File: config.mk
export PLATFORM = sky130hd
export DESIGN_NAME = dfa_mul
export DESIGN_NICKNAME = d
export VERILOG_FILES = /design/src/sv/assert_macros.svh /design/src/sv/dfa_pkg.sv /design/src/sv/dfa_mul.sv
export SDC_FILE = /design/constraint.sdc
export NUM_CORES = 2
export LEC_CHECK = 0
export BUFFER_PORTS_ARGS = -buffer_cell sky130_fd_sc_hd__buf_4
export CAP_MARGIN = 20
export CORE_MARGIN = 1
export CORE_UTILIZATION = 40
export DETAILED_ROUTE_END_ITERATION = 8
export PLACE_DENSITY = 0.65
export SYNTH_ARGS = -nofsm -noshare
export SYNTH_HDL_FRONTEND = slang
export SYNTH_SLANG_ARGS = --single-unit
File: constraint.sdc
create_clock -name clk -period 11.81 [get_ports clk]
set_input_delay 0 -clock clk [delete_from_list [all_inputs] [get_ports clk]]
set_output_delay 0 -clock clk [all_outputs]
set_load 0.01 [all_outputs]
File: src/sv/assert_macros.svh
// Assertion helpers used by the RTL.
`ifndef ASSERT_MACROS_SVH
`define ASSERT_MACROS_SVH

// Check a property on every clock edge outside reset.
`define DFA_ASSERT(lbl, prop, msg) \
    lbl: assert property (@(posedge clk) disable iff (!rst_n) prop) else $error(msg);

// Check a property on every clock edge, reset included.
`define DFA_ASSERT_ALWAYS(lbl, prop, msg) \
    lbl: assert property (@(posedge clk) prop) else $error(msg);

`endif

File: src/sv/dfa_pkg.sv
`default_nettype none
package dfa_pkg;

    localparam int IN_W     = 144;
    localparam int OUT_W    = 72;
    localparam int WIDE_W   = 128;
    localparam int DEN_W    = 64;
    localparam int DIV_CW   = $clog2(WIDE_W);

    // Operation codes
    localparam logic [2:0] MODE_ADD = 3'd0;
    localparam logic [2:0] MODE_MUL = 3'd1;
    localparam logic [2:0] MODE_DIV = 3'd2;
    localparam logic [2:0] MODE_CMP = 3'd3;
    localparam logic [2:0] MODE_INT = 3'd4;
    localparam logic [2:0] MODE_NEG = 3'd5;

    // Status codes
    localparam logic [2:0] ST_OK        = 3'd0;
    localparam logic [2:0] ST_RANGE     = 3'd1;
    localparam logic [2:0] ST_DIVZERO   = 3'd2;
    localparam logic [2:0] ST_INVALID   = 3'd3;
    localparam logic [2:0] ST_NEGATIVE  = 3'd4;
    localparam logic [2:0] ST_SATURATED = 3'd5;

    localparam logic signed [10:0] EXP_MIN  = -11'sd96;
    localparam logic signed [10:0] EXP_MAX  = 11'sd80;
    localparam logic signed [10:0] EXP_BIAS = 11'sd97;
    localparam logic signed [10:0] DIV_SCALE_EXP = 11'sd17;
    localparam logic [63:0] MANT_MAX      = 64'd9_999_999_999_999_999;
    localparam logic [62:0] INT_LIMIT     = 63'h7FFF_FFFF_FFFF_FFFF;
    localparam logic [63:0] INT_LIM_DIV10 = 64'd922_337_203_685_477_580;
    localparam logic [62:0] SIGN_BIT      = 63'h4000_0000_0000_0000;
    localparam logic [5:0]  MANT_DIGITS   = 6'd16;
    localparam logic [5:0]  ALIGN_LIMIT   = 6'd20;

    typedef enum logic [4:0] {
        S_IDLE,
        S_DISPATCH,
        S_ADD_PREP,
        S_ADD_ALIGN,
        S_ADD_SUM,
        S_MUL_WAIT,
        S_DIV_MUL,
        S_DIV_DIV,
        S_CMP_NORM,
        S_CMP_DONE,
        S_INT_DOWN,
        S_INT_UP,
        S_NORM_CHK,
        S_NORM_UP,
        S_NORM_CNT,
        S_NORM_DOWN,
        S_NORM_PACK,
        S_FIN
    } dfa_state_t;

    // Powers of ten up to 10^34
    function automatic logic [127:0] pow10(input logic [5:0] k);
        logic [127:0] r;
        case (k)
            6'd0:  r = 128'd1;
            6'd1:  r = 128'd10;
            6'd2:  r = 128'd100;
            6'd3:  r = 128'd1_000;
            6'd4:  r = 128'd10_000;
            6'd5:  r = 128'd100_000;
            6'd6:  r = 128'd1_000_000;
            6'd7:  r = 128'd10_000_000;
            6'd8:  r = 128'd100_000_000;
            6'd9:  r = 128'd1_000_000_000;
            6'd10: r = 128'd10_000_000_000;
            6'd11: r = 128'd100_000_000_000;
            6'd12: r = 128'd1_000_000_000_000;
            6'd13: r = 128'd10_000_000_000_000;
            6'd14: r = 128'd100_000_000_000_000;
            6'd15: r = 128'd1_000_000_000_000_000;
            6'd16: r = 128'd10_000_000_000_000_000;
            6'd17: r = 128'd100_000_000_000_000_000;
            6'd18: r = 128'd1_000_000_000_000_000_000;
            6'd19: r = 128'd10_000_000_000_000_000_000;
            6'd20: r = 128'd100_000_000_000_000_000_000;
            6'd21: r = 128'd1_000_000_000_000_000_000_000;
            6'd22: r = 128'd10_000_000_000_000_000_000_000;
            6'd23: r = 128'd100_000_000_000_000_000_000_000;
            6'd24: r = 128'd1_000_000_000_000_000_000_000_000;
            6'd25: r = 128'd10_000_000_000_000_000_000_000_000;
            6'd26: r = 128'd100_000_000_000_000_000_000_000_000;
            6'd27: r = 128'd1_000_000_000_000_000_000_000_000_000;
            6'd28: r = 128'd10_000_000_000_000_000_000_000_000_000;
            6'd29: r = 128'd100_000_000_000_000_000_000_000_000_000;
            6'd30: r = 128'd1_000_000_000_000_000_000_000_000_000_000;
            6'd31: r = 128'd10_000_000_000_000_000_000_000_000_000_000;
            6'd32: r = 128'd100_000_000_000_000_000_000_000_000_000_000;
            6'd33: r = 128'd1_000_000_000_000_000_000_000_000_000_000_000;
            6'd34: r = 128'd10_000_000_000_000_000_000_000_000_000_000_000;
            default: r = '0;
        endcase
        return r;
    endfunction

endpackage
`default_nettype wire

File: src/sv/dfa_mul.sv
`default_nettype none
// 64x64 multiplier built from four 32x32 partial products, one per cycle.
module dfa_mul
    import dfa_pkg::*;
(
    input  wire logic         clk,
    input  wire logic         rst_n,
    input  wire logic         start,
    input  wire logic [63:0]  a,
    input  wire logic [63:0]  b,
    output logic              done,
    output logic [127:0]      product
);

    logic [63:0]  a_reg, b_reg;
    logic [63:0]  prod_reg;
    logic [1:0]   sh_reg;
    logic [127:0] acc_reg, acc_next;
    logic [2:0]   step_reg;
    logic         busy_reg, done_reg;
    logic [31:0]  a_half, b_half;
    logic [63:0]  part;
    logic [127:0] part_sh;

    // Select the halves for this step and form one partial product
    always_comb
    begin
        a_half = step_reg[0] ? a_reg[63:32] : a_reg[31:0];
        b_half = step_reg[1] ? b_reg[63:32] : b_reg[31:0];
        part   = 64'(a_half) * 64'(b_half);
        case (sh_reg)
            2'd0:    part_sh = {64'b0, prod_reg};
            2'd1:    part_sh = {32'b0, prod_reg, 32'b0};
            2'd2:    part_sh = {prod_reg, 64'b0};
            default: part_sh = '0;
        endcase
        acc_next = (step_reg != 3'd0) ? acc_reg + part_sh : acc_reg;
    end

    // Sequence control
    always_ff @(posedge clk or negedge rst_n)
    begin
        if (!rst_n)
        begin
            step_reg <= '0;
            busy_reg <= 1'b0;
            done_reg <= 1'b0;
        end
        else
        begin
            done_reg <= 1'b0;
            if (start)
            begin
                step_reg <= '0;
                busy_reg <= 1'b1;
            end
            else if (busy_reg)
            begin
                step_reg <= step_reg + 3'd1;
                if (step_reg == 3'd4)
                begin
                    busy_reg <= 1'b0;
                    done_reg <= 1'b1;
                end
            end
        end
    end

    // Operands, partial product and accumulator
    always_ff @(posedge clk)
    begin
        if (start)
        begin
            a_reg   <= a;
            b_reg   <= b;
            acc_reg <= '0;
        end
        else if (busy_reg)
        begin
            prod_reg <= part;
            sh_reg   <= 2'(step_reg[0]) + 2'(step_reg[1]);
            acc_reg  <= acc_next;
        end
    end

    assign done    = done_reg;
    assign product = acc_reg;

endmodule
`default_nettype wire

==> flow_summary.ini <==
[status]
status = completed

[floorplan]
die_area_um2 = 134000
row_count = 133
ios = 260
die_h_um = 367
start_util = 0.404
die_w_um = 367
core_um2 = 132000

[sta]
fmax_mhz = 101
setup_viol = 0
tightest_slew_ns = 1.22
holdWs_ns = 0.0679
finalMaxSlewViolations = 0
rsz0062_at_grt = false
relSlewSlack = 0.172
fin_crit_sh = 0.836
skew_ns = 0.0351
hold_viol = 0
setup-tns-final_ns = 0
period_needed_ns = 9.87
setup_ws_ns = 1.94

[final_layout]
diodes = 0
drive_gt1_frac = 0.0891
largest_reg_flops = 128
regArea_um2 = 8520
syn_to_final_growth_pct = 12.5
multi_input_area_um2 = 40300
final_nets = 7700
nFillCells = 12800

[clocking]
clock-sinks = 327
clkLatencyLatePin_ns = 0.65
cts_root_buffer = clkbuf_16
ctsLongestPathBuffers = 3
cts_max_level = 2
cts_buffers = 39
cts_tree = done
clk_transition_reported_paths_ns = 0.07
cts_resized = 0

[placed_design]
place_hpwl_um = 163000
gp_congestion = 1.00
port_buffers = 259
post-place-ws_ns = 2.06

[global_routing]
grt_usage = 0.306
grt_max_degree = 75
grt_pass1_vias = 47300
antenna_found_initial = 6
overflow = 0
grt_pass1_wl_um = 305000

[hold_path]
holdCritPathClass = input pin to flop
whs_endpoint = b_reg[32]
hold_path.startpoint = b[32]
min_path_cells = 2

[yosys]
synth_top_family_by_area = adder cells
synthTopCellsByArea = fa_1, edfxtp_1, ha_1
synth-xor-area-share = 0.0273
yosysTopAreaCellShare = 0.338
syn_area_um2 = 53200
syn-num-nets = 7481
syn_inst = 6061
synth_most_common_cell = inv_1
synth_flop_cell = edfxtp_1
synth_common_cells = inv_1, fa_1, nand2_1
ys_ff_latch = 327
ys_seq_area_frac = 0.160
synth_top_cell_by_area = fa_1
synth-compound-area-share = 0.106
synth_fa_ha_area_frac = 0.430
synth_simple_gate_area_frac = 0.156
ys_warn_count = 0
synthArstFlopShare = 0.0153
synth_mux_area_frac = 0.0325
synth-edff-count = 194
synth_cell_type_count = 86
syn_avg_cell_area_um2 = 8.78

[critical_path]
r2r_cells = 26
rrSetupSlack_ns = 1.94
cp_common_cell = fa_1
worst_path_max_delay_cell = mux2i_2
path_class = flop to flop
r2r_end = prod_reg[59]
worstPathRequired_ns = 12.18
cp_max_fo = 39
end_kind = flop
arrival_ns = 10.25
r2r-start = step_reg[0]
crit_path_start_kind = flop
max_stage_delay_ns = 0.98

[route]
dr.pass1.iters = 6
drt-total-wl_um = 209000
viasPerCell = 5.68
drc = 0
drt_iter0_drc = 4186
ant_nets = 0
vias = 45800
routedWlPerCell_um = 25.9

[run]
cap_violations = 0
[worst max-delay path by stage]
stage / from / end / slack [ns]
detailed placement: step_reg[1] / prod_reg[50] / 2.06
CTS: step_reg[1] / prod_reg[50] / 2.07
finish: step_reg[0] / prod_reg[59] / 1.94
floorplan: step_reg[0] / prod_reg[50] / 3.10
global placement: step_reg[1] / prod_reg[63] / 1.96
global route: step_reg[0] / prod_reg[59] / 1.60
[metrics by stage]
| stage | util | instance area, µm² | cells |
|---|---|---|---|
| final | 0.454 | 59900 | 8066 |
| after global routing | 0.454 | 59900 | 8066 |
| after CTS | 0.454 | 59800 | 8064 |
| after detailed placement | 0.434 | 57200 | 7861 |
| after global placement | 0.433 | 57100 | 7855 |
| after floorplan | - | 53200 | 6061 |
[worst max-delay path: cells and delay by family (launching register included)]
family	cells	cell delay [ns]
mux	1	0.98
flops	1	0.89
fa+ha+maj	9	4.51
compound gates	9	2.30
simple gates	2	0.24
buf+inv	5	0.69
[cell type report]
class / count / area share
multi-input cells: 4488 / 0.672
flip-flops and latches: 327 / 0.142
repair buffers: 485 / 0.0670
inverters: 939 / 0.0589
well taps: 1755 / 0.0367
clock buffers: 47 / 0.0168
clock inverters: 25 / 0.00583
[cells by family (layout without fill, tap and decap cells)]
kind of cell    after synthesis  after routing
simple gates               1959           1959
xor+xnor                    166            166
compound gates              909            909
mux                         165            165
fa+ha+maj                  1289           1289
buf+inv                    1246           1496
flops                       327            327
[placed cells by master (no fill, tap or decap), types with 58 or more instances in the layout]
| cell | netlist | layout |
|---|---|---|
| edfxtp_1 | 194 | 194 |
| mux2_2 | 57 | 58 |
| o21ai_0 | 204 | 203 |
| xnor2_1 | 93 | 93 |
| nand2_1 | 798 | 798 |
| nand4_1 | 84 | 84 |
| and2_1 | 74 | 74 |
| a21o_1 | 65 | 65 |
| nor2_1 | 782 | 780 |
| xor2_1 | 73 | 73 |
| inv_1 | 939 | 939 |
| fa_1 | 897 | 897 |
| buf_4 | 2 | 345 |
| dfxtp_1 | 128 | 128 |
| a21oi_1 | 330 | 330 |
| ha_1 | 392 | 392 |
| dlygate4sd3_1 | 0 | 131 |
[routing by layer]
metal	part of all wire	vias to the layer above	global-route usage
li1	-	19800	-
met1	0.38	22800	0.377
met2	0.45	2603	0.485
met3	0.10	625	0.0838
met4	0.065	4	0.170
met5	0.00011	-	0
[repair_timing]
action	CTS	global route
hold buffers	131	0
hold endpoints to repair	188	0
buffers inserted	0	0
Power is not shown: default switching activity piles up to over one toggle a cycle in this logic, so the estimate is an artifact.
