`src/sv/assert_macros.svh`:
```
// Assertion helpers used by the RTL.
`ifndef ASSERT_MACROS_SVH
`define ASSERT_MACROS_SVH

// Check a property on every clock edge outside reset.
`define DFA_ASSERT(lbl, prop, msg) \
    lbl: assert property (@(posedge clk) disable iff (!rst_n) prop) else $error(msg);

// Check a property on every clock edge, reset included.
`define DFA_ASSERT_ALWAYS(lbl, prop, msg) \
    lbl: assert property (@(posedge clk) prop) else $error(msg);

`endif

```
`src/sv/dfa_pkg.sv`:
```
`default_nettype none
package dfa_pkg;

    localparam int IN_W     = 144;
    localparam int OUT_W    = 72;
    localparam int WIDE_W   = 128;
    localparam int DEN_W    = 64;
    localparam int DIV_CW   = $clog2(WIDE_W);

    // Operation codes
    localparam logic [2:0] MODE_ADD = 3'd0;
    localparam logic [2:0] MODE_MUL = 3'd1;
    localparam logic [2:0] MODE_DIV = 3'd2;
    localparam logic [2:0] MODE_CMP = 3'd3;
    localparam logic [2:0] MODE_INT = 3'd4;
    localparam logic [2:0] MODE_NEG = 3'd5;

    // Status codes
    localparam logic [2:0] ST_OK        = 3'd0;
    localparam logic [2:0] ST_RANGE     = 3'd1;
    localparam logic [2:0] ST_DIVZERO   = 3'd2;
    localparam logic [2:0] ST_INVALID   = 3'd3;
    localparam logic [2:0] ST_NEGATIVE  = 3'd4;
    localparam logic [2:0] ST_SATURATED = 3'd5;

    localparam logic signed [10:0] EXP_MIN  = -11'sd96;
    localparam logic signed [10:0] EXP_MAX  = 11'sd80;
    localparam logic signed [10:0] EXP_BIAS = 11'sd97;
    localparam logic signed [10:0] DIV_SCALE_EXP = 11'sd17;
    localparam logic [63:0] MANT_MAX      = 64'd9_999_999_999_999_999;
    localparam logic [62:0] INT_LIMIT     = 63'h7FFF_FFFF_FFFF_FFFF;
    localparam logic [63:0] INT_LIM_DIV10 = 64'd922_337_203_685_477_580;
    localparam logic [62:0] SIGN_BIT      = 63'h4000_0000_0000_0000;
    localparam logic [5:0]  MANT_DIGITS   = 6'd16;
    localparam logic [5:0]  ALIGN_LIMIT   = 6'd20;

    typedef enum logic [4:0] {
        S_IDLE,
        S_DISPATCH,
        S_ADD_PREP,
        S_ADD_ALIGN,
        S_ADD_SUM,
        S_MUL_WAIT,
        S_DIV_MUL,
        S_DIV_DIV,
        S_CMP_NORM,
        S_CMP_DONE,
        S_INT_DOWN,
        S_INT_UP,
        S_NORM_CHK,
        S_NORM_UP,
        S_NORM_CNT,
        S_NORM_DOWN,
        S_NORM_PACK,
        S_FIN
    } dfa_state_t;

    // Powers of ten up to 10^34
    function automatic logic [127:0] pow10(input logic [5:0] k);
        logic [127:0] r;
        case (k)
            6'd0:  r = 128'd1;
            6'd1:  r = 128'd10;
            6'd2:  r = 128'd100;
            6'd3:  r = 128'd1_000;
            6'd4:  r = 128'd10_000;
            6'd5:  r = 128'd100_000;
            6'd6:  r = 128'd1_000_000;
            6'd7:  r = 128'd10_000_000;
            6'd8:  r = 128'd100_000_000;
            6'd9:  r = 128'd1_000_000_000;
            6'd10: r = 128'd10_000_000_000;
            6'd11: r = 128'd100_000_000_000;
            6'd12: r = 128'd1_000_000_000_000;
            6'd13: r = 128'd10_000_000_000_000;
            6'd14: r = 128'd100_000_000_000_000;
            6'd15: r = 128'd1_000_000_000_000_000;
            6'd16: r = 128'd10_000_000_000_000_000;
            6'd17: r = 128'd100_000_000_000_000_000;
            6'd18: r = 128'd1_000_000_000_000_000_000;
            6'd19: r = 128'd10_000_000_000_000_000_000;
            6'd20: r = 128'd100_000_000_000_000_000_000;
            6'd21: r = 128'd1_000_000_000_000_000_000_000;
            6'd22: r = 128'd10_000_000_000_000_000_000_000;
            6'd23: r = 128'd100_000_000_000_000_000_000_000;
            6'd24: r = 128'd1_000_000_000_000_000_000_000_000;
            6'd25: r = 128'd10_000_000_000_000_000_000_000_000;
            6'd26: r = 128'd100_000_000_000_000_000_000_000_000;
            6'd27: r = 128'd1_000_000_000_000_000_000_000_000_000;
            6'd28: r = 128'd10_000_000_000_000_000_000_000_000_000;
            6'd29: r = 128'd100_000_000_000_000_000_000_000_000_000;
            6'd30: r = 128'd1_000_000_000_000_000_000_000_000_000_000;
            6'd31: r = 128'd10_000_000_000_000_000_000_000_000_000_000;
            6'd32: r = 128'd100_000_000_000_000_000_000_000_000_000_000;
            6'd33: r = 128'd1_000_000_000_000_000_000_000_000_000_000_000;
            6'd34: r = 128'd10_000_000_000_000_000_000_000_000_000_000_000;
            default: r = '0;
        endcase
        return r;
    endfunction

endpackage
`default_nettype wire

```
`src/sv/dfa_div.sv`:
```
`default_nettype none
// Restoring divider, one quotient bit per cycle.
module dfa_div
    import dfa_pkg::*;
(
    input  wire logic                clk,
    input  wire logic                rst_n,
    input  wire logic                start,
    input  wire logic [WIDE_W-1:0]   num,
    input  wire logic [DEN_W-1:0]    den,
    output logic                     done,
    output logic [WIDE_W-1:0]        quot
);

    logic [WIDE_W-1:0] num_reg;
    logic [DEN_W-1:0]  den_reg, rem_reg;
    logic [DIV_CW-1:0] cnt_reg;
    logic              busy_reg, done_reg;
    logic [DEN_W:0]    shifted, diff;
    logic              ge;

    // Trial subtract of the shifted remainder
    always_comb
    begin
        shifted = {rem_reg, num_reg[WIDE_W-1]};
        ge      = shifted >= {1'b0, den_reg};
        diff    = shifted - {1'b0, den_reg};
    end

    // Sequence control
    always_ff @(posedge clk or negedge rst_n)
    begin
        if (!rst_n)
        begin
            cnt_reg  <= '0;
            busy_reg <= 1'b0;
            done_reg <= 1'b0;
        end
        else
        begin
            done_reg <= 1'b0;
            if (start)
            begin
                cnt_reg  <= '1;
                busy_reg <= 1'b1;
            end
            else if (busy_reg)
            begin
                cnt_reg <= cnt_reg - DIV_CW'(1);
                if (cnt_reg == '0)
                begin
                    busy_reg <= 1'b0;
                    done_reg <= 1'b1;
                end
            end
        end
    end

    // Shift the quotient in where the dividend leaves
    always_ff @(posedge clk)
    begin
        if (start)
        begin
            num_reg <= num;
            den_reg <= den;
            rem_reg <= '0;
        end
        else if (busy_reg)
        begin
            num_reg <= {num_reg[WIDE_W-2:0], ge};
            rem_reg <= ge ? diff[DEN_W-1:0] : shifted[DEN_W-1:0];
        end
    end

    assign done = done_reg;
    assign quot = num_reg;

endmodule
`default_nettype wire

```
`config.mk`:
```
export PLATFORM = sky130hd
export DESIGN_NAME = dfa_div
export DESIGN_NICKNAME = d
export VERILOG_FILES = /design/src/sv/assert_macros.svh /design/src/sv/dfa_pkg.sv /design/src/sv/dfa_div.sv
export SDC_FILE = /design/constraint.sdc
export NUM_CORES = 1
export LEC_CHECK = 0
export BUFFER_PORTS_ARGS = -buffer_cell sky130_fd_sc_hd__clkbuf_2
export CORE_MARGIN = 3
export CORE_UTILIZATION = 40
export CTS_BUF_LIST = sky130_fd_sc_hd__clkbuf_16
export DETAILED_ROUTE_END_ITERATION = 8
export GPL_ROUTABILITY_DRIVEN = 0
export HOLD_SLACK_MARGIN = 0.02
export PLACE_DENSITY = 0.68
export SLEW_MARGIN = 20
export SYNTH_ARGS = -nofsm -noshare
export SYNTH_HDL_FRONTEND = slang
export SYNTH_SLANG_ARGS = --single-unit
```
`constraint.sdc`:
```
create_clock -name clk -period 5.6 [get_ports clk]
set_clock_uncertainty 0.2 [all_clocks]
set_input_delay 0.56 -clock clk [delete_from_list [all_inputs] [get_ports clk]]
set_output_delay 0.56 -clock clk [all_outputs]
set_load 0.01 [all_outputs]
```
==> impl_metrics.tcl <==
set metrics [dict create \
    postSynth.asyncResetShare_pct 3.40 \
    antenna_found_initial 2 \
    syn_area_um2 14900 \
    crit_path_max_incr_delay_ns 0.51 \
    critPathCaptureType "flop" \
    yosysUniqueCellTypes 74 \
    netlist.area_leader.share_pct 38.7 \
    areaGrowthSynthToFinish_pct 23.9 \
    drtAntennaViolNets 0 \
    max-vdd-ir-drop_mv 0.268 \
    drive_above_1_share_pct 32.1 \
    path_max_fanout 4 \
    via_count 11770 \
    drcViolationCount 0 \
    period_needed_ns 4.09 \
    fillers 3330 \
    cp_data_arrival_time_ns 4.38 \
    synthCells 1369 \
    grt_pass1_wl_um 61900 \
    finalSetupViolations 0 \
    grt-ovfl-total 0 \
    ys_top_cells_by_area "edfxtp_1, mux2_2, dfxtp_1" \
    grt_pass1_vias 11392 \
    coreArea_um2 36600 \
    die_h_um 199 \
    hold_violations 0 \
    cts_max_level 1 \
    clk_latency_ns 0.59 \
    path_clk_slew_ns 0.06 \
    io_buffers 323 \
    grt_max_degree 133 \
    fmax_mhz 244 \
    yosys_most_used_dff "edfxtp_1" \
    cp.required_ns 5.89 \
    clockBufferDepth 3 \
    slew_headroom_pct 32.7 \
    clock_sinks 265 \
    wl_per_cell_um 18.2 \
    multi_input_area_um2 6950 \
    postCtsSetupRepairBufs 0 \
    critPathKind "flop to flop" \
    path_cells "inv_1 > ha_1 > inv_1 > fa_1 > a21o_1 > a221oi_1 > a221o_1 > a41oi_1 > o21ai_0 > inv_1 > o41ai_1 > xnor2_1 > nor2_1 > o32ai_1" \
    nets 1982 \
    hold_path_class "primary input to flop" \
    dr.pass1.iters 5 \
    via_per_inst 5.32 \
    worst_slack_ns 1.51 \
    grt_usage_pct 19.3 \
    ys_ff_latch 265 \
    seqCellArea_um2 7280 \
    drt_wl_total_um 40400 \
    reg2reg_slack_ns 1.51 \
    rsz0062_at_grt "false" \
    syn-num-nets 1631 \
    fin_crit_sh_pct 73.1 \
    initial_core_util_pct 40.7 \
    die_x_um 199 \
    drtIter0Drc 820 \
    slew_viol_final 0 \
    crit_path_top_delay_cell "a221oi_1" \
    p_leak_nw 7.94 \
    yosysTopAreaCell "edfxtp_1" \
    critPathMostFrequentCell "inv_1" \
    total_power_mw 7.86 \
    yosys_warnings 0 \
    place_ws_ns 1.58 \
    rows 70 \
    die-area_um2 39600 \
    p_per_area_nw_per_um2 426 \
    tightestPinTransition_ns 1.01 \
    start_kind "flop" \
    cts_tree "built" \
    syn_avg_cell_area_um2 10.9 \
    place_hpwl_um 29100 \
    fin_setup_tns_ns 0 \
    largest_reg_flops 128 \
    numCtsBuffers 31 \
    fin_cells 2214 \
    io_pins 324 \
    max_cap_viol_count 0 \
    yosysSeqAreaShare_pct 48.8 \
    outcome "finished, final reports clean" \
    dp_cells 2090 \
    root_buffer "clkbuf_16" \
    synth_edf_count 192 \
]
## cell families (layout without fill, tap and decap cells)
group           Yosys count  count (layout)  share of synthesized area [%]
mux                     129             129                           9.75
flops                   265             265                           48.8
xor+xnor                 59              59                           3.47
fa+ha+maj                67              67                           5.68
simple gates            368             368                           11.7
other cells               0               1                              0
compound gates          316             316                           16.1
buf+inv                 165             541                           4.54
## metal layers
metal  GRT usage, %  wire (um)  share of wire, %  up-vias
li1               -          -                 -     5755
met1           27.6      18400                46     5593
met2           30.1      18700                46      346
met3           3.47       2170               5.4       72
met4           5.78       1070               2.6        4
met5              0         24             0.059        -
## timing repair
item,4_1_cts,5_1_grt
endpoints found under the hold margin,73,0
hold buffers,65,0
resized for setup,0,0
## final timing paths
check                             from     endpoint  cells past startpoint
setup reg to reg             quot[127]  rem_reg[48]                     14
hold reg to reg            rem_reg[41]  rem_reg[42]                      2
hold / removal                 num[88]     quot[88]                      2
min in group asynchronous        rst_n   cnt_reg[5]                      2
setup / recovery             quot[127]  rem_reg[48]                     14
max in group asynchronous        rst_n     busy_reg                      2
## cells in the final DEF (no fill, tap or decap), types with 20 or more instances in the layout
cell type | netlist | final
a21o_1 | 35 | 35
a21oi_1 | 80 | 80
a311oi_2 | 40 | 40
clkbuf_16 | 0 | 32
clkbuf_2 | 0 | 322
dfxtp_1 | 64 | 64
dlygate4sd3_1 | 0 | 65
edfxtp_1 | 192 | 192
ha_1 | 66 | 66
inv_1 | 88 | 96
mux2_2 | 128 | 128
nand2_1 | 144 | 143
nand2b_1 | 20 | 20
nand4_1 | 23 | 23
nor2_1 | 97 | 97
o21ai_0 | 51 | 51
xnor2_1 | 38 | 38
xor2_1 | 21 | 21
## final cells by class
type                    instances  area share [%]
repair buffers                395            12.7
well taps                     468            3.17
multi-input cells             939            37.6
clock inverters                26           0.875
diodes                          1          0.0136
inverters                      88            1.80
flip-flops and latches        265            39.4
clock buffers                  32            4.34
## report_power, final
| group | internal [mW] | switching [mW] |
|---|---|---|
| Combinational | 1.34 | 1.87 |
| Clock | 1.08 | 0.831 |
| Sequential | 2.49 | 0.253 |
| Total | 4.91 | 2.96 |
## cell usage after synthesis, types with 11 or more instances
cell / n
edfxtp_1: 192
nand2_1: 144
mux2_2: 128
nor2_1: 97
inv_1: 88
a21oi_1: 80
ha_1: 66
dfxtp_1: 64
clkbuf_1: 56
o21ai_0: 51
a311oi_2: 40
xnor2_1: 38
a21o_1: 35
nand4_1: 23
xor2_1: 21
nand2b_1: 20
o21bai_1: 14
a31oi_1: 13
nand3_1: 13
nor3_1: 13
buf_2: 12
a211oi_1: 11
a311oi_1: 11
## critical path, delay by kind of cell (launching register included)
kind / cells / cell delay, ns
AO/OA/AOI/OAI: 7 / 2.37
adder cells (fa/ha/maj): 2 / 0.55
flip-flops: 1 / 0.40
buffers and inverters: 3 / 0.25
XOR/XNOR: 1 / 0.17
AND/OR/NAND/NOR: 1 / 0.05
## metrics by stage
stage	instance area [um2]	utilization [%]	hold slack, ns
3_5_place_dp	16800	46.0	0.241
4_1_cts	18400	50.4	0.0428
6_report	18500	50.4	0.0743
5_1_grt	18400	50.4	0.0515
3_3_place_gp	16800	46.0	0.228
2_1_floorplan	14900	-	0.0644
(Power assumes the default switching activity.)
